**config.mk**
```make
export PLATFORM = sky130hd
export DESIGN_NAME = rsds_front
export DESIGN_NICKNAME = d
export VERILOG_FILES = /design/src/rsds_pkg.sv /design/src/rsds_front.sv
export SDC_FILE = /design/constraint.sdc
export NUM_CORES = 1
export LEC_CHECK = 0
export BUFFER_PORTS_ARGS = -buffer_cell sky130_fd_sc_hd__buf_2
export CORE_UTILIZATION = 40
export CTS_CLUSTER_SIZE = 16
export DETAILED_ROUTE_END_ITERATION = 7
export PLACE_DENSITY = 0.63
export SLEW_MARGIN = 40
export SYNTH_ARGS = -nofsm -noshare
export SYNTH_HDL_FRONTEND = slang
export SYNTH_SLANG_ARGS = --single-unit
```
**constraint.sdc**
```tcl
create_clock -name clk -period 5.9 [get_ports clk]
set_input_delay 0.59 -clock clk [delete_from_list [all_inputs] [get_ports clk]]
set_output_delay 0.59 -clock clk [all_outputs]
set_load 0.02 [all_outputs]
```
**src/rsds_pkg.sv**
```systemverilog
// Radial stick dead-zone scaler: shared types and constants.
// No dependencies.
`default_nettype none
package rsds_pkg;
	localparam int unsigned MAX_MAG = 32767;
	localparam logic [0:0] REG_LEFT_DZ = 1'b0;
	localparam logic [0:0] REG_RIGHT_DZ = 1'b1;

	// item passed from the front part to the back part through the queue
	typedef struct packed {
		logic signed [15:0] x;
		logic signed [15:0] y;
		logic [14:0] dz;
	} rsds_item_t;

	typedef struct packed {
		logic signed [15:0] sx;
		logic signed [15:0] sy;
		logic dead;
	} rsds_res_t;
endpackage
`default_nettype wire

```
**src/rsds_front.sv**
```systemverilog
// Front part: accepts items, picks the dead zone, pushes into a small queue.
// Depends on rsds_pkg.
`default_nettype none
module rsds_front (
	input wire logic clk,
	input wire logic arst_n,
	input wire logic in_valid,
	output logic in_ready,
	input wire logic signed [15:0] in_x,
	input wire logic signed [15:0] in_y,
	input wire logic in_sel,
	input wire logic [14:0] left_dz,
	input wire logic [14:0] right_dz,
	output logic q_valid,
	input wire logic q_ready,
	output rsds_pkg::rsds_item_t q_item
);
	rsds_pkg::rsds_item_t mem_q [2];
	logic wp_q, rp_q;
	logic [1:0] cnt_q;
	logic push, pop;
	rsds_pkg::rsds_item_t item_in;

	assign in_ready = (cnt_q != 2'd2);
	assign push = in_valid && in_ready;
	assign q_valid = (cnt_q != 2'd0);
	assign pop = q_valid && q_ready;
	assign q_item = mem_q[rp_q];

	always_comb begin
		item_in.x = in_x;
		item_in.y = in_y;
		item_in.dz = in_sel ? left_dz : right_dz;
	end

	always_ff @(posedge clk) begin
		if (push) mem_q[wp_q] <= item_in;
	end

	always_ff @(posedge clk or negedge arst_n) begin
		if (!arst_n) begin
			wp_q <= 1'b0;
			rp_q <= 1'b0;
			cnt_q <= 2'd0;
		end else begin
			if (push) wp_q <= ~wp_q;
			if (pop) rp_q <= ~rp_q;
			cnt_q <= cnt_q + {1'b0, push} - {1'b0, pop};
		end
	end

	a_cnt: assert property (@(posedge clk) disable iff (!arst_n) cnt_q != 2'd3)
		else $error("queue count overflow");
	a_full: assert property (@(posedge clk) disable iff (!arst_n)
		(cnt_q == 2'd2) |-> !in_ready) else $error("accept while full");
	a_ptr: assert property (@(posedge clk) disable iff (!arst_n)
		(cnt_q == 2'd0 || cnt_q == 2'd2) |-> (wp_q == rp_q)) else $error("pointer skew");
endmodule
`default_nettype wire

```
After elaboration in Yosys (flattened, before gate mapping)
Memory sizes are Yosys's and may differ from the RTL's.
Cells that the tools add are included.
- logic and storage cells: 15
- input port bits: 67
- memory bits (writable): 94
- register bits after elaboration: 4
- output and inout port bits: 49
- memories: 1
- bits in read-only memories: 0
- latch bits: 0
- muxes and demuxes: 3
- shift-type cells: 0
- multipliers: 0
- bitwise gates (word level): 2
- add/subtract/negate cells: 2
- $lt $le $gt $ge: 0
- equality and inequality tests: 1
- divide/modulo/power cells: 0
- reductions and logical operators: 3
- memory list (name ; words ; width ; rd ports ; clocked after memory_dff ; wr ports ; line ; RTL):
    mem_q ; 2 ; 47 ; 1 ; 0 ; 1 ; rsds_front.sv:18 ; rsds_pkg::rsds_item_t mem_q [2];
- operators by type and width (cell ; number):
    2-to-1 mux 15 bit ; 1
    adder 2 x 1 -> 2 bit ; 1
    logical AND 1 bit ; 2
    2-to-1 mux 1 bit ; 2
    inequality test 2 bit (second input constant) ; 1
    inverter 1 bit ; 2
    nonzero test 2 bit ; 1
    subtractor 2 x 1 -> 2 bit ; 1

Longest topological paths before layout
Gate-level depths: netlist of the first run.
- depth after elaboration: 4
- depth in mapped cells: 7

Worst setup path before layout of the first run
Ideal clock, no wire load.
- kind: flip-flop to flip-flop
- start: register cnt_q[1]
- end: memory mem_q[0][0] (netlist name), enable pin
- clock period less this slack: 3.184 ns
- data arrival time: 2.732 ns
- stages on the path, launching flop included: 4
- library setup time: 0.452 ns
- slack: 2.716 ns
- data required time: 5.448 ns
- path through: dfrtp_1 nand2b_1 nand2_1 nor2_1
- word-level cells in the longest chain between the ends: 4
- RTL lines (what ; line ; RTL):
    start: declaration ; rsds_front.sv:20 ; logic [1:0] cnt_q;
    start signal: assignment ; rsds_front.sv:48 ; cnt_q <= cnt_q + {1'b0, push} - {1'b0, pop};
    inequality test 2 bit ; rsds_front.sv:24 ; assign in_ready = (cnt_q != 2'd2);
    via in_ready ; rsds_front.sv:8 ; output logic in_ready,
    logical AND 1 bit ; rsds_front.sv:25 ; assign push = in_valid && in_ready;
    2-to-1 mux 1 bit ; rsds_front.sv:37 ; if (push) mem_q[wp_q] <= item_in;
    2-to-1 mux 1 bit (implied by the code) ; rsds_front.sv:37 ;
    end: declaration ; rsds_front.sv:18 ;
The timed path passes the listed nets, and every way through them passes these cells.

==> results of run 1 <==
-- through the flow --
step / setup WS [ns] / cell area, sq um / std cells / utilization (%)
final: 3.162 / 4783 / 437 / 51.52
after global routing: 3.054 / 4783 / 437 / 51.52
after CTS: 3.109 / 4773 / 436 / 51.42
after detailed placement: 3.514 / 4564 / 420 / 49.16
after global placement: 3.529 / 4564 / 420 / 49.16
after floorplan: 2.716 / 3855 / 180 / -
-- placed cells by master (no fill, tap or decap), drive strengths merged --
cell type	instances
clkbuf	9
bufinv	1
nand2b	1
clkinv	1
buf	118
dfrtp	4
or2	1
nand2	1
and3	1
mux2	62
clkinvlp	2
and2	1
ha	2
xor2	1
nor2	1
edfxtp	94
inv	4
dlygate4sd3	1
xnor2	3
-- cells by family (layout without fill, tap and decap cells) --
| kind of cell | Yosys count | count (layout) | synth area share (%) |
|---|---|---|---|
| adder cells (fa/ha/maj) | 2 | 2 | 0.6490 |
| multiplexers | 62 | 62 | 20.06 |
| XOR/XNOR | 4 | 4 | 0.9090 |
| buffers and inverters | 8 | 136 | 1.655 |
| AND/OR/NAND/NOR | 6 | 6 | 0.9090 |
| flip-flops | 98 | 98 | 75.82 |
-- flip-flops by register name (all words and copies together) (netlist names) --
signal  flops
cnt_q       2
rp_q        1
wp_q        1
mem_q      94
-- synth_stat cells --
| cell | instances |
|---|---|
| nand2b_1 | 1 |
| buf_2 | 3 |
| inv_1 | 1 |
| or2_1 | 1 |
| xor2_1 | 1 |
| dfrtp_1 | 4 |
| and3_1 | 1 |
| buf_6 | 4 |
| nor2_1 | 1 |
| edfxtp_1 | 94 |
| mux2_2 | 42 |
| xnor2_1 | 3 |
| nand2_1 | 1 |
| mux2_4 | 20 |
| and2_4 | 1 |
| ha_1 | 2 |
-- power by group through the flow --
stage / Clock, mW / Sequential, mW / Combinational, mW
floorplan: 0 / 1.01 / 0.626
global placement: 0 / 1.03 / 0.818
detailed placement: 0 / 1.04 / 0.822
CTS: 0.460 / 1.02 / 0.824
global route: 0.487 / 1.04 / 0.869
finish: 0.446 / 1.02 / 0.811
-- worst max-delay path by stage --
| stage | endpoint | startpoint |
|---|---|---|
| after floorplan | mem_q[0][0] | cnt_q[1] |
| after global placement | q_item[1] | rp_q |
| after detailed placement | q_item[1] | rp_q |
| after CTS | q_item[1] | rp_q |
| after global routing | q_item[13] | rp_q |
| final | q_item[12] | rp_q |
-- layout make-up --
| cell class | count | area (sq um) | area share, % |
|---|---|---|---|
| Sequential cell | 98 | 2924 | 61.13 |
| Multi-Input combinational cell | 74 | 877.1 | 18.34 |
| Timing Repair Buffer | 119 | 608.1 | 12.71 |
| Tap cell | 129 | 161.4 | 3.374 |
| Clock buffer | 9 | 123.9 | 2.590 |
| Clock inverter | 7 | 85.08 | 1.779 |
| Inverter | 1 | 3.754 | 0.07847 |
-- routing by layer --
| layer | part of all wire (%) | global-route usage (%) | vias up |
|---|---|---|---|
| met5 | 0 | 0 | - |
| met4 | 1.3 | 5.351 | 0 |
| met3 | 6.2 | 4.248 | 6 |
| met2 | 48 | 21.81 | 75 |
| met1 | 45 | 16.76 | 993 |
| li1 | - | - | 949 |
-- repair_timing --
action,4_1_cts,5_1_grt
hold endpoints to repair,0,2
buffers inserted,0,0
hold buffers,0,1
-- critical path, cell delays in order (launching register included) --
cell and delay (ns):
dfrtp_2 0.68, buf_4 0.54, mux2_2 0.40, buf_2 0.16
==> results by stage, run 1 <==
STA:
- The max-slew violation total from the final report came to 0.
- The top achievable clock speed is 365.2 MHz.
- The setup TNS is 0 ns.
- Final hold analysis gives a worst-case slack of 0.4099 ns.
- The worst clock skew is 0.01097 ns.
- Dividing the final minimum period by the clock period gives 46.41%.
- After layout, the minimum clock period comes to 2.738 ns.
- Setup violations remaining at the end of the flow were counted as 0.
- At the pin with the least slew margin, the transition time is 0.6330 ns.
- The worst-case headroom to the max-slew limit is 57.70%.
- The final hold violation count is 0.
- Setup repair after global routing left no endpoint under its margin.

Critical path:
- The sort of element at the end of the critical path is an output port.
- The maximum fanout along the worst path is 32.
- The launch point of the worst reg-to-reg path is cnt_q[1].
- The endpoint identified for the worst register-to-register timing path is mem_q[0][7].
- Measured in cells, the most critical reg-to-reg path has a length of 4.
- The critical path is of the register to output port type.
- Across all register-to-register paths, the minimum setup slack is 3.87 ns.
- The critical path data required time is 5.31 ns.
- For the worst setup path, the data arrival time is 2.15 ns.
- The worst setup path is launched from a register.

Place:
- The routability-driven placement congestion ratio is 0.6440.
- The count of port buffers added during placement is 115.
- Detailed placement finished with a half-perimeter wire length of 4198 um.

Yosys:
- The share of synthesized area occupied by flip-flops and latches is 75.82%.
- Counting every instance in the synthesized netlist gives 180.
- The combined area of all synthesized cells is 3855 sq um.
- Synthesis inferred 98 register bits.
- During synthesis, Yosys emitted a total of 0 warnings.
- The net count after synthesis is 249.
- The top cell type's share of synthesized area is 73.22%.
- The number of distinct standard cells referenced by the synthesized netlist is 16.
- After synthesis, the cell types taking the most area are edfxtp_1 73%, mux2_2 12%, mux2_4 7.8%.
- The average cell area after synthesis is 21.42 sq um.
- The biggest area contributor in the post-synthesis netlist is edfxtp_1.

Drt:
- The number of remaining DRC errors is 0.
- After detailed routing, the number of vias per cell comes to 4.629.
- The first routing iteration left 46 violations.
- The total number of vias is 2023.
- The length of the first detailed-routing pass in iterations is 4.
- After detailed routing, the average wire length per cell comes to 14.83 um.
- For this block, the routed nets add up to 6481 um of wire.
- The number of nets with antenna violations after detailed routing is 0.

Run status:
- The flow ran to the end, and the final reports show no timing, DRC or antenna violations.

Layout:
- The number of antenna diodes in the final layout is 0.
- The synthesis-to-layout area growth is 24.08%.
- The number of fillers in the final layout is 822.
- Cells with a size suffix above 1 make up 64.94% of the layout.
- The final layout net count is 372.

Clock network:
- After clock tree synthesis, the repair step resized 0 gates.
- The number of buffers created by CTS is 9.
- The clock slew at the register clock pins of the worst setup and hold paths is 0.10 ns.
- TritonCTS built the clock tree.
- The H-tree depth is 3.
- The number of sinks on the clock net is 98.
- The clock insertion delay at the later pin of the skew report is 0.36 ns.
- In this run the clock root is driven by a clkbuf_8.
- Counting along the longest clock path gives a buffer depth of 2.

Floorplan:
- For this design the top-level I/O count stands at 116.
- The total core area is 9284 sq um.
- The horizontal die dimension is 100.2 um.
- For this configuration, the core starts out at a cell density of 41.52%.
- The floorplan step set the die height to 100.2 um.
- The die covers 10030 sq um.
- The floorplan has 35 rows.

Pwr:
- The analysis attributes to net switching a power of 0.7683 mW.
- The switching share of total power is 33.72%.
- The share of total power dissipated in sequential elements is 44.8%.
- Per report_power, the combinational group accounts for 35.6% of the total.
- In this run, the clock network consumes 19.6% of the power.
- The design internal power is 1.510 mW.
- The overall power consumption is 2.278 mW.
- The worst-case IR drop observed on VDD is 0.0002860 V.
- Summed over all cells, the static leakage comes to 1.868 nW.
- The power density over the cells is 476.3 nW/um^2.

GRT:
- After global routing the overflow that remains totals 0.
- The number of global-route vias before repair was 2061.
- The wire length of the first global-routing pass is 9887 um.
- The total routing usage reported by global routing is 13.43%.
- Entering global routing, the biggest net connects 33 pins.
- The number of antenna violations at the first check in global routing is 0.

Hold path:
- The path type of the worst min-delay path is primary input to register.
- The path with the worst hold slack has its endpoint at mem_q[0][34].
- The source of the worst hold timing path is in_x[3].
- Counting instances, the worst hold path has a depth of 1.

Job:
- The number of violations of the max-capacitance limit is 0.
No activity file was read; power rests on OpenSTA's default activity.
==> run 2, diff against run 1 <==
--- a/config.mk
+++ b/config.mk
@@ -9,7 +9,7 @@
 export CORE_UTILIZATION = 40
 export CTS_CLUSTER_SIZE = 16
 export DETAILED_ROUTE_END_ITERATION = 7
-export PLACE_DENSITY = 0.63
+export PLACE_DENSITY = 0.65
 export SLEW_MARGIN = 40
 export SYNTH_ARGS = -nofsm -noshare
 export SYNTH_HDL_FRONTEND = slang
==> constraint.sdc (replaced) <==
create_clock -name clk -period 2.4 [get_ports clk]
set_input_delay 0.24 -clock clk [delete_from_list [all_inputs] [get_ports clk]]
set_output_delay 0.24 -clock clk [all_outputs]
set_load 0.02 [all_outputs]
==> run 2 against run 1 <==
Net effect: via count is 0.44% lower; critical endpoint is now q_item[15]; core utilization is 0.28 points higher; combinational power grew to 2.6 times the previous value.
==> results by stage, run 2 (same netlist as run 1, synthesis figures left out) <==
Critical path:
- The reg-to-reg setup timing slack is 0.70 ns (was 3.87 ns).
- The launch point of the worst reg-to-reg path is cnt_q[1] (unchanged).
- The timing startpoint of the critical path is rp_q (unchanged).
- The critical path arrival is 1.84 ns (was 2.15 ns).
- The cell depth of the worst flop-to-flop path is 7 (was 4).
- The terminus of the critical flop-to-flop path is cnt_q[1] (was mem_q[0][7]).
- The buffering stage count on the worst path with inverters included is 2 (unchanged).
- Critical Path, Cell by Cell: buf_12 -> mux2_2 -> buf_2 (was buf_4 -> mux2_2 -> buf_2).
- The classification of the worst setup path is register to output port (unchanged).
- The largest incremental delay on the critical path is 0.65 ns (was 0.68 ns).
- The category of the worst setup path launch point is a register (unchanged).
- The cell with the largest stage delay on the worst path is dfrtp_2 (unchanged).
- The top cell family by delay on the critical path is flip-flops (was buffers and inverters).
- The critical path data required time is 2.16 ns (was 5.31 ns).
- The maximum fanout along the worst path is 32 (unchanged).
- The sort of element at the end of the critical path is an output port (unchanged).

STA:
- The max-slew violation total from the final report is 0 (unchanged).
- The setup TNS was 0 ns (unchanged).
- The worst-case headroom to the max-slew limit is 70.72% (was 57.70%).
- The worst clock skew is 0.01058 ns (was 0.01097 ns).
- The top achievable clock speed is 480.3 MHz.
- The number of setup violations in the final report is 0 (unchanged).
- The clock period could shrink to 2.082 ns.
- In the finished design, the share of the clock period the worst path needs comes to 86.75%.
- The final hold violation count is 0 (unchanged).
- The slew at the pin with the worst max-slew slack is 0.4392 ns (was 0.6330 ns).
- Unrepaired setup endpoints after global routing: no (unchanged).
- The worst setup margin came to 0.3180 ns (was 3.162 ns).

Drt:
- The final wirelength is 6607 um (was 6481 um).
- The average routed wire per standard cell is 15.08 um (was 14.83 um).
- The initial DRC count is 76 (was 46).
- The detailed-route vias per instance is 4.598 (was 4.629).
- The length of the first detailed-routing pass in iterations is 6 (was 4).
- The number of remaining DRC errors is 0 (unchanged).
- The number of nets with antenna violations after detailed routing is 0 (unchanged).
- The total number of vias was 2014 (was 2023).

Clock network:
- The post-CTS setup repair buffer count is 0 (unchanged).
- The H-tree depth is 3 (unchanged).
- The cell chosen for the clock root was clkbuf_8 (unchanged).
- The clock slew at the register clock pins of the worst setup and hold paths is 0.09 ns (was 0.10 ns).
- The number of buffers created by CTS came to 9 (unchanged).
- The clock insertion delay at the later pin of the skew report is 0.35 ns (was 0.36 ns).
- The clock tree from TritonCTS is built (unchanged).
- The number of sinks on the clock net is 98 (unchanged).
- The buffer depth of the longest clock path came to 2 (unchanged).

Pwr:
- The design internal power is 3.757 mW (was 1.510 mW).
- The part of the power in the clock network is 18.2% (was 19.6%).
- The switching share of total power is 33.01% (was 33.72%).
- The part of the total power dissipated in combinational logic is 37.1% (was 35.6%).
- The maximum ir drop on the vdd rail is 0.0006057 V (was 0.0002860 V).
- The switching power of the nets came to 1.852 mW (was 0.7683 mW).
- The static power due to leakage is 1.879 nW (was 1.868 nW).
- The sequential share of power is 44.7% (was 44.8%).
- The power density over the cells is 1166 nW/um^2 (was 476.3 nW/um^2).

Layout:
- The synthesis-to-layout area growth came to 24.76% (was 24.08%).
- Largest registers in the final layout: mem_q x94, cnt_q x2 (unchanged).
- The area taken by flip-flops and latches was 2924 sq um (unchanged).
- The multi-input gate area in the final layout came to 877.1 sq um (unchanged).
- The register with the most flip-flops is mem_q (unchanged).
- The most common cell after layout, fill and taps aside is buf_2 (unchanged).
- The number of flip-flops under the largest register name is 94 (unchanged).
- Commonest non-fill, non-tap cells in the layout: 115 x buf_2, 94 x edfxtp_1, 42 x mux2_2 (unchanged).
- The number of fillers in the final layout is 815 (was 822).
- The final layout net count is 374 (was 372).
- The final antenna diode count is 0 (unchanged).
- The share of layout cells above drive strength 1 is 64.40% (was 64.94%).
- The non-filler instance count after layout is 438 (was 437).

GRT:
- The number of antenna violations at the first check in global routing is 0 (unchanged).
- The wire length of the first global-routing pass is 10120 um (was 9887 um).
- The total grt overflow is 0 (unchanged).
- The number of global-route vias before repair came to 2050 (was 2061).
- The total routing usage reported by global routing was 13.75% (was 13.43%).
- The maximum number of pins on one net before global-route repair is 48 (was 33).

Floorplan:
- The count of boundary I/O pins is 116 (unchanged).
- The total core area is 9284 sq um (unchanged).
- The overall die height is 100.2 um (unchanged).
- The area enclosed by the die boundary is 10030 sq um (unchanged).
- The horizontal die dimension was 100.2 um (unchanged).
- The number of placement rows was 35 (unchanged).
- The initial cell density of the core is 41.52% (unchanged).

Hold path:
- The number of cells on the worst hold path came to 1 (unchanged).
- The hold path endpoint is mem_q[0][21] (was mem_q[0][34]).
- The source of the worst hold timing path is in_y[6] (was in_x[3]).
- The path type of the worst min-delay path is primary input to register (unchanged).

Place:
- The worst slack at placement was 0.6687 ns (was 3.514 ns).
- The routability-driven placement congestion ratio is 0.6490 (was 0.6440).
- The number of placed cells counting well taps was 422 (was 420).
- The post-DP HPWL is 4313 um (was 4198 um).
- The count of port buffers added during placement is 115 (unchanged).

Job:
- The number of violations of the max-capacitance limit is 0 (unchanged).

Run status:
- Run status: completed (unchanged).
## run 2: changes by cell type in the layout (fill, tap and decap cells not counted), sizes merged
| cell | before | now |
|---|---|---|
| inv | 4 | 2 |
| clkinvlp | 2 | 1 |
| clkbuf | 9 | 10 |
| clkinv | 1 | 2 |
| buf | 118 | 120 |
## run 2: how the worst max path moves through the flow
stage                             end  slack, ns  cells past startpoint
after floorplan           mem_q[1][0]       0.17                      2
after global placement      q_item[2]       0.68                      3
after detailed placement    q_item[7]       0.67                      3
after CTS                   q_item[6]       0.27                      3
after global routing        q_item[2]       0.18                      3
final                      q_item[15]       0.32                      3
## run 2: power by group through the flow
stage	combinational (mW)	clock (mW)	sequential [mW]
2_1_floorplan	1.54	0	2.47
3_3_place_gp	2.10	0	2.54
3_5_place_dp	2.11	0	2.56
4_1_cts	2.12	1.06	2.52
5_1_grt	2.23	1.12	2.56
6_report	2.08	1.02	2.51
## run 2: area by class of cell
type                       count  share of cell area (%)
clock buffer                  10                   2.653
clock inverter                 5                   1.145
inverter                       1                 0.07804
multi-input combinational     74                   18.24
sequential                    98                   60.80
tap                          129                   3.356
timing repair buffer         121                   13.74
## run 2: per-layer routing
metal	up-vias	part of all wire, %	wire, um	track usage, %
li1	947	-	-	-
met1	968	45	2982	18.06
met2	91	46	3070	21.07
met3	8	7.0	461	4.457
met4	0	1.4	93	5.797
met5	-	0	0	0
## run 2: worst register-to-register path, stage by stage (launching register included)
cell and delay [ns]:
dfrtp_1 0.41, or2_1 0.25, and2_4 0.18, ha_1 0.27, inv_1 0.04, ha_1 0.18
xnor2_1 0.16, xnor2_1 0.13
## run 2: timing repair
item / in CTS / in global routing
setup endpoints to repair: 0 / 0
hold endpoints to repair: 4 / 0
gates resized for setup: 0 / 0
hold buffers: 1 / 0
## run 2: stage by stage
stage	utilization [%]	hold slack [ns]	total power, mW	cell area, sq um
floorplan	-	-0.05559	4.013	3862
global placement	49.73	0.05489	4.641	4617
detailed placement	49.73	0.05523	4.672	4617
CTS	51.81	0.04984	5.696	4810
global route	51.81	0.04189	5.907	4810
finish	51.81	0.06990	5.609	4810
==> run 3, diff against run 2 <==
--- a/config.mk
+++ b/config.mk
@@ -7,9 +7,10 @@
 export LEC_CHECK = 0
 export BUFFER_PORTS_ARGS = -buffer_cell sky130_fd_sc_hd__buf_2
 export CORE_UTILIZATION = 40
+export CTS_CLUSTER_DIAMETER = 80
 export CTS_CLUSTER_SIZE = 16
 export DETAILED_ROUTE_END_ITERATION = 7
-export PLACE_DENSITY = 0.65
+export PLACE_DENSITY = 0.63
 export SLEW_MARGIN = 40
 export SYNTH_ARGS = -nofsm -noshare
 export SYNTH_HDL_FRONTEND = slang
==> constraint.sdc (replaced) <==
create_clock -name clk -period 2.1 [get_ports clk]
set_input_delay 0.21 -clock clk [delete_from_list [all_inputs] [get_ports clk]]
set_output_delay 0.21 -clock clk [all_outputs]
set_load 0.02 [all_outputs]
==> run 3 against run 2 <==
Net effect: final cell count up 0.46%; register-to-register slack worse by 0.30 ns; core utilization up 0.36 points; highest routed layer unchanged; combinational power up 14%; count of clock-buffer cells in the layout unchanged; power up 18%.
==> results by stage, run 3 (same netlist as run 1, synthesis figures left out) <==
Layout:
- The synthesis-to-layout area growth is 25.64% (was 24.76%).
- The number of flip-flops under the largest register name is 94 (unchanged).
- Commonest non-fill, non-tap cells in the layout: 115 x buf_2, 94 x edfxtp_1, 42 x mux2_2 (unchanged).
- The final layout net count is 375 (was 374).
- Largest registers in the final layout: mem_q x94, cnt_q x2 (unchanged).
- The number of fillers in the final layout is 814 (was 815).
- The share of layout cells above drive strength 1 was 64.95% (was 64.40%).
- The register with the most flip-flops is mem_q (unchanged).
- The final antenna diode count was 0 (unchanged).
- The most common cell after layout, fill and taps aside was buf_2 (unchanged).

Drt:
- The total number of vias is 2012 (was 2014).
- The detailed-route vias per instance is 4.573 (was 4.598).
- The number of remaining DRC errors is 0 (unchanged).
- The average routed wire per standard cell is 14.50 um (was 15.08 um).
- The number of nets with antenna violations after detailed routing is 0 (unchanged).
- The length of the first detailed-routing pass in iterations is 4 (was 6).
- The final wirelength is 6381 um (was 6607 um).
- The initial DRC count was 39 (was 76).

STA:
- Unrepaired setup endpoints after global routing: no (unchanged).
- The slew at the pin with the worst max-slew slack is 0.4151 ns (was 0.4392 ns).
- The max-slew violation total from the final report is 0 (unchanged).
- Derived from the worst setup path, the maximum achievable clock frequency is 542.6 MHz.
- The post-route fraction of the period consumed by the critical path is 87.76%.
- The worst-case headroom to the max-slew limit is 72.32% (was 70.72%).
- The final hold violation count is 0 (unchanged).
- The setup TNS came to 0 ns (unchanged).
- Counting I/O delays and the setup requirement, the final critical path takes 1.843 ns.
- The worst clock skew was 0.01034 ns (was 0.01058 ns).
- The number of setup violations in the final report was 0 (unchanged).

Critical path:
- The sort of element at the end of the critical path is an output port (unchanged).
- The terminus of the critical flop-to-flop path is cnt_q[1] (unchanged).
- The critical path data required time came to 1.89 ns (was 2.16 ns).
- The destination of the critical timing path is q_item[9] (was q_item[15]).
- The timing startpoint of the critical path is rp_q (unchanged).
- The maximum fanout along the worst path is 26 (was 32).
- The classification of the worst setup path is register to output port (unchanged).
- The critical path arrival was 1.63 ns (was 1.84 ns).
- The reg-to-reg setup timing slack is 0.40 ns (was 0.70 ns).
- The launch point of the worst reg-to-reg path is cnt_q[1] (unchanged).
- The cell depth of the worst flop-to-flop path was 7 (unchanged).
- The category of the worst setup path launch point is a register (unchanged).

Hold path:
- The source of the worst hold timing path is in_y[2] (was in_y[6]).
- The number of cells on the worst hold path came to 1 (unchanged).
- The path type of the worst min-delay path was primary input to register (unchanged).

Pwr:
- The maximum ir drop on the vdd rail is 0.0008092 V (was 0.0006057 V).
- The power density over the cells was 1368 nW/um^2 (was 1166 nW/um^2).
- The static power due to leakage is 1.907 nW (was 1.879 nW).
- The overall power consumption is 6.625 mW (was 5.609 mW).

Clock network:
- The H-tree depth is 3 (unchanged).
- The number of gates resized after cts is 0 (unchanged).
- The post-CTS setup repair buffer count is 0 (unchanged).
- The number of buffers inserted for hold repair after clock tree synthesis is 1 (unchanged).
- The clock insertion delay at the later pin of the skew report came to 0.35 ns (about the same).
- The clock slew at the register clock pins of the worst setup and hold paths was 0.10 ns (was 0.09 ns).
- The clock tree from TritonCTS is built (unchanged).
- The number of sinks on the clock net is 98 (unchanged).
- The cell chosen for the clock root is clkbuf_8 (unchanged).
- The buffer depth of the longest clock path is 2 (unchanged).
- The number of buffers created by CTS is 9 (unchanged).

GRT:
- The total grt overflow is 0 (unchanged).
- The number of antenna violations at the first check in global routing is 0 (unchanged).
- The number of global-route vias before repair is 2043 (was 2050).
- The maximum number of pins on one net before global-route repair came to 30 (was 48).
- The total routing usage reported by global routing is 13.31% (was 13.75%).
- The wire length of the first global-routing pass is 9860 um (was 10120 um).

Floorplan:
- The number of placement rows is 35 (unchanged).
- The area enclosed by the die boundary is 10030 sq um (unchanged).
- The count of boundary I/O pins is 116 (unchanged).
- The overall die height is 100.2 um (unchanged).
- The horizontal die dimension is 100.2 um (unchanged).
- The initial cell density of the core was 41.52% (unchanged).
- The total core area is 9284 sq um (unchanged).

Run status:
- Run status: completed (unchanged).

Place:
- The routability-driven placement congestion ratio is 0.6561 (was 0.6490).
- The post-DP HPWL came to 4254 um (was 4313 um).
- The count of port buffers added during placement is 115 (unchanged).

Job:
- The number of violations of the max-capacitance limit came to 0 (unchanged).
## run 3: critical path, stage by stage, from the launching register on
cell	delay (ns)
dfrtp_2	0.36
buf_4	0.37
mux2_2	0.40
buf_2	0.16
## run 3: through the flow
step	std cells	hold WS (ns)	setup WS [ns]	area (sq um)	utilization (%)
floorplan	180	-0.08559	0.2005	3864	-
global placement	423	0.02053	0.4690	4587	49.41
detailed placement	423	0.02422	0.4342	4587	49.41
finish	440	0.04295	0.2571	4843	52.17
CTS	440	0.01835	0.2369	4843	52.17
global route	440	0.01515	0.1516	4843	52.17
## run 3: routing by layer
metal / vias up / wire (um) / GRT usage [%]
li1: 955 / - / -
met1: 979 / 2825 / 16.81
met2: 67 / 3119 / 22.02
met3: 11 / 319 / 2.716
met4: 0 / 117 / 6.355
met5: - / 0 / 0
## run 3: how the worst min path moves through the flow
stage,end,slack (ns)
2_1_floorplan,cnt_q[0],-0.09
3_3_place_gp,cnt_q[0],0.02
3_5_place_dp,cnt_q[0],0.02
4_1_cts,mem_q[1][17],0.02
5_1_grt,mem_q[0][44],0.02
6_report,mem_q[1][17],0.04
## run 3: power by group
group | total [mW] | leakage (nW) | internal [mW] | switching [mW]
sequential | 2.79 | 0.919 | 2.68 | 0.112
clock | 1.46 | 0.123 | 0.809 | 0.648
combinational | 2.38 | 0.865 | 1.02 | 1.36
total | 6.63 | 1.91 | 4.51 | 2.12
## run 3: cell type report
type / count / area [sq um] / share of cell area (%)
tap: 129 / 161.4 / 3.332
timing repair buffer: 122 / 630.6 / 13.02
inverter: 1 / 3.754 / 0.07750
sequential: 98 / 2924 / 60.37
clock inverter: 6 / 118.9 / 2.454
multi-input combinational: 74 / 877.1 / 18.11
clock buffer: 10 / 127.6 / 2.635
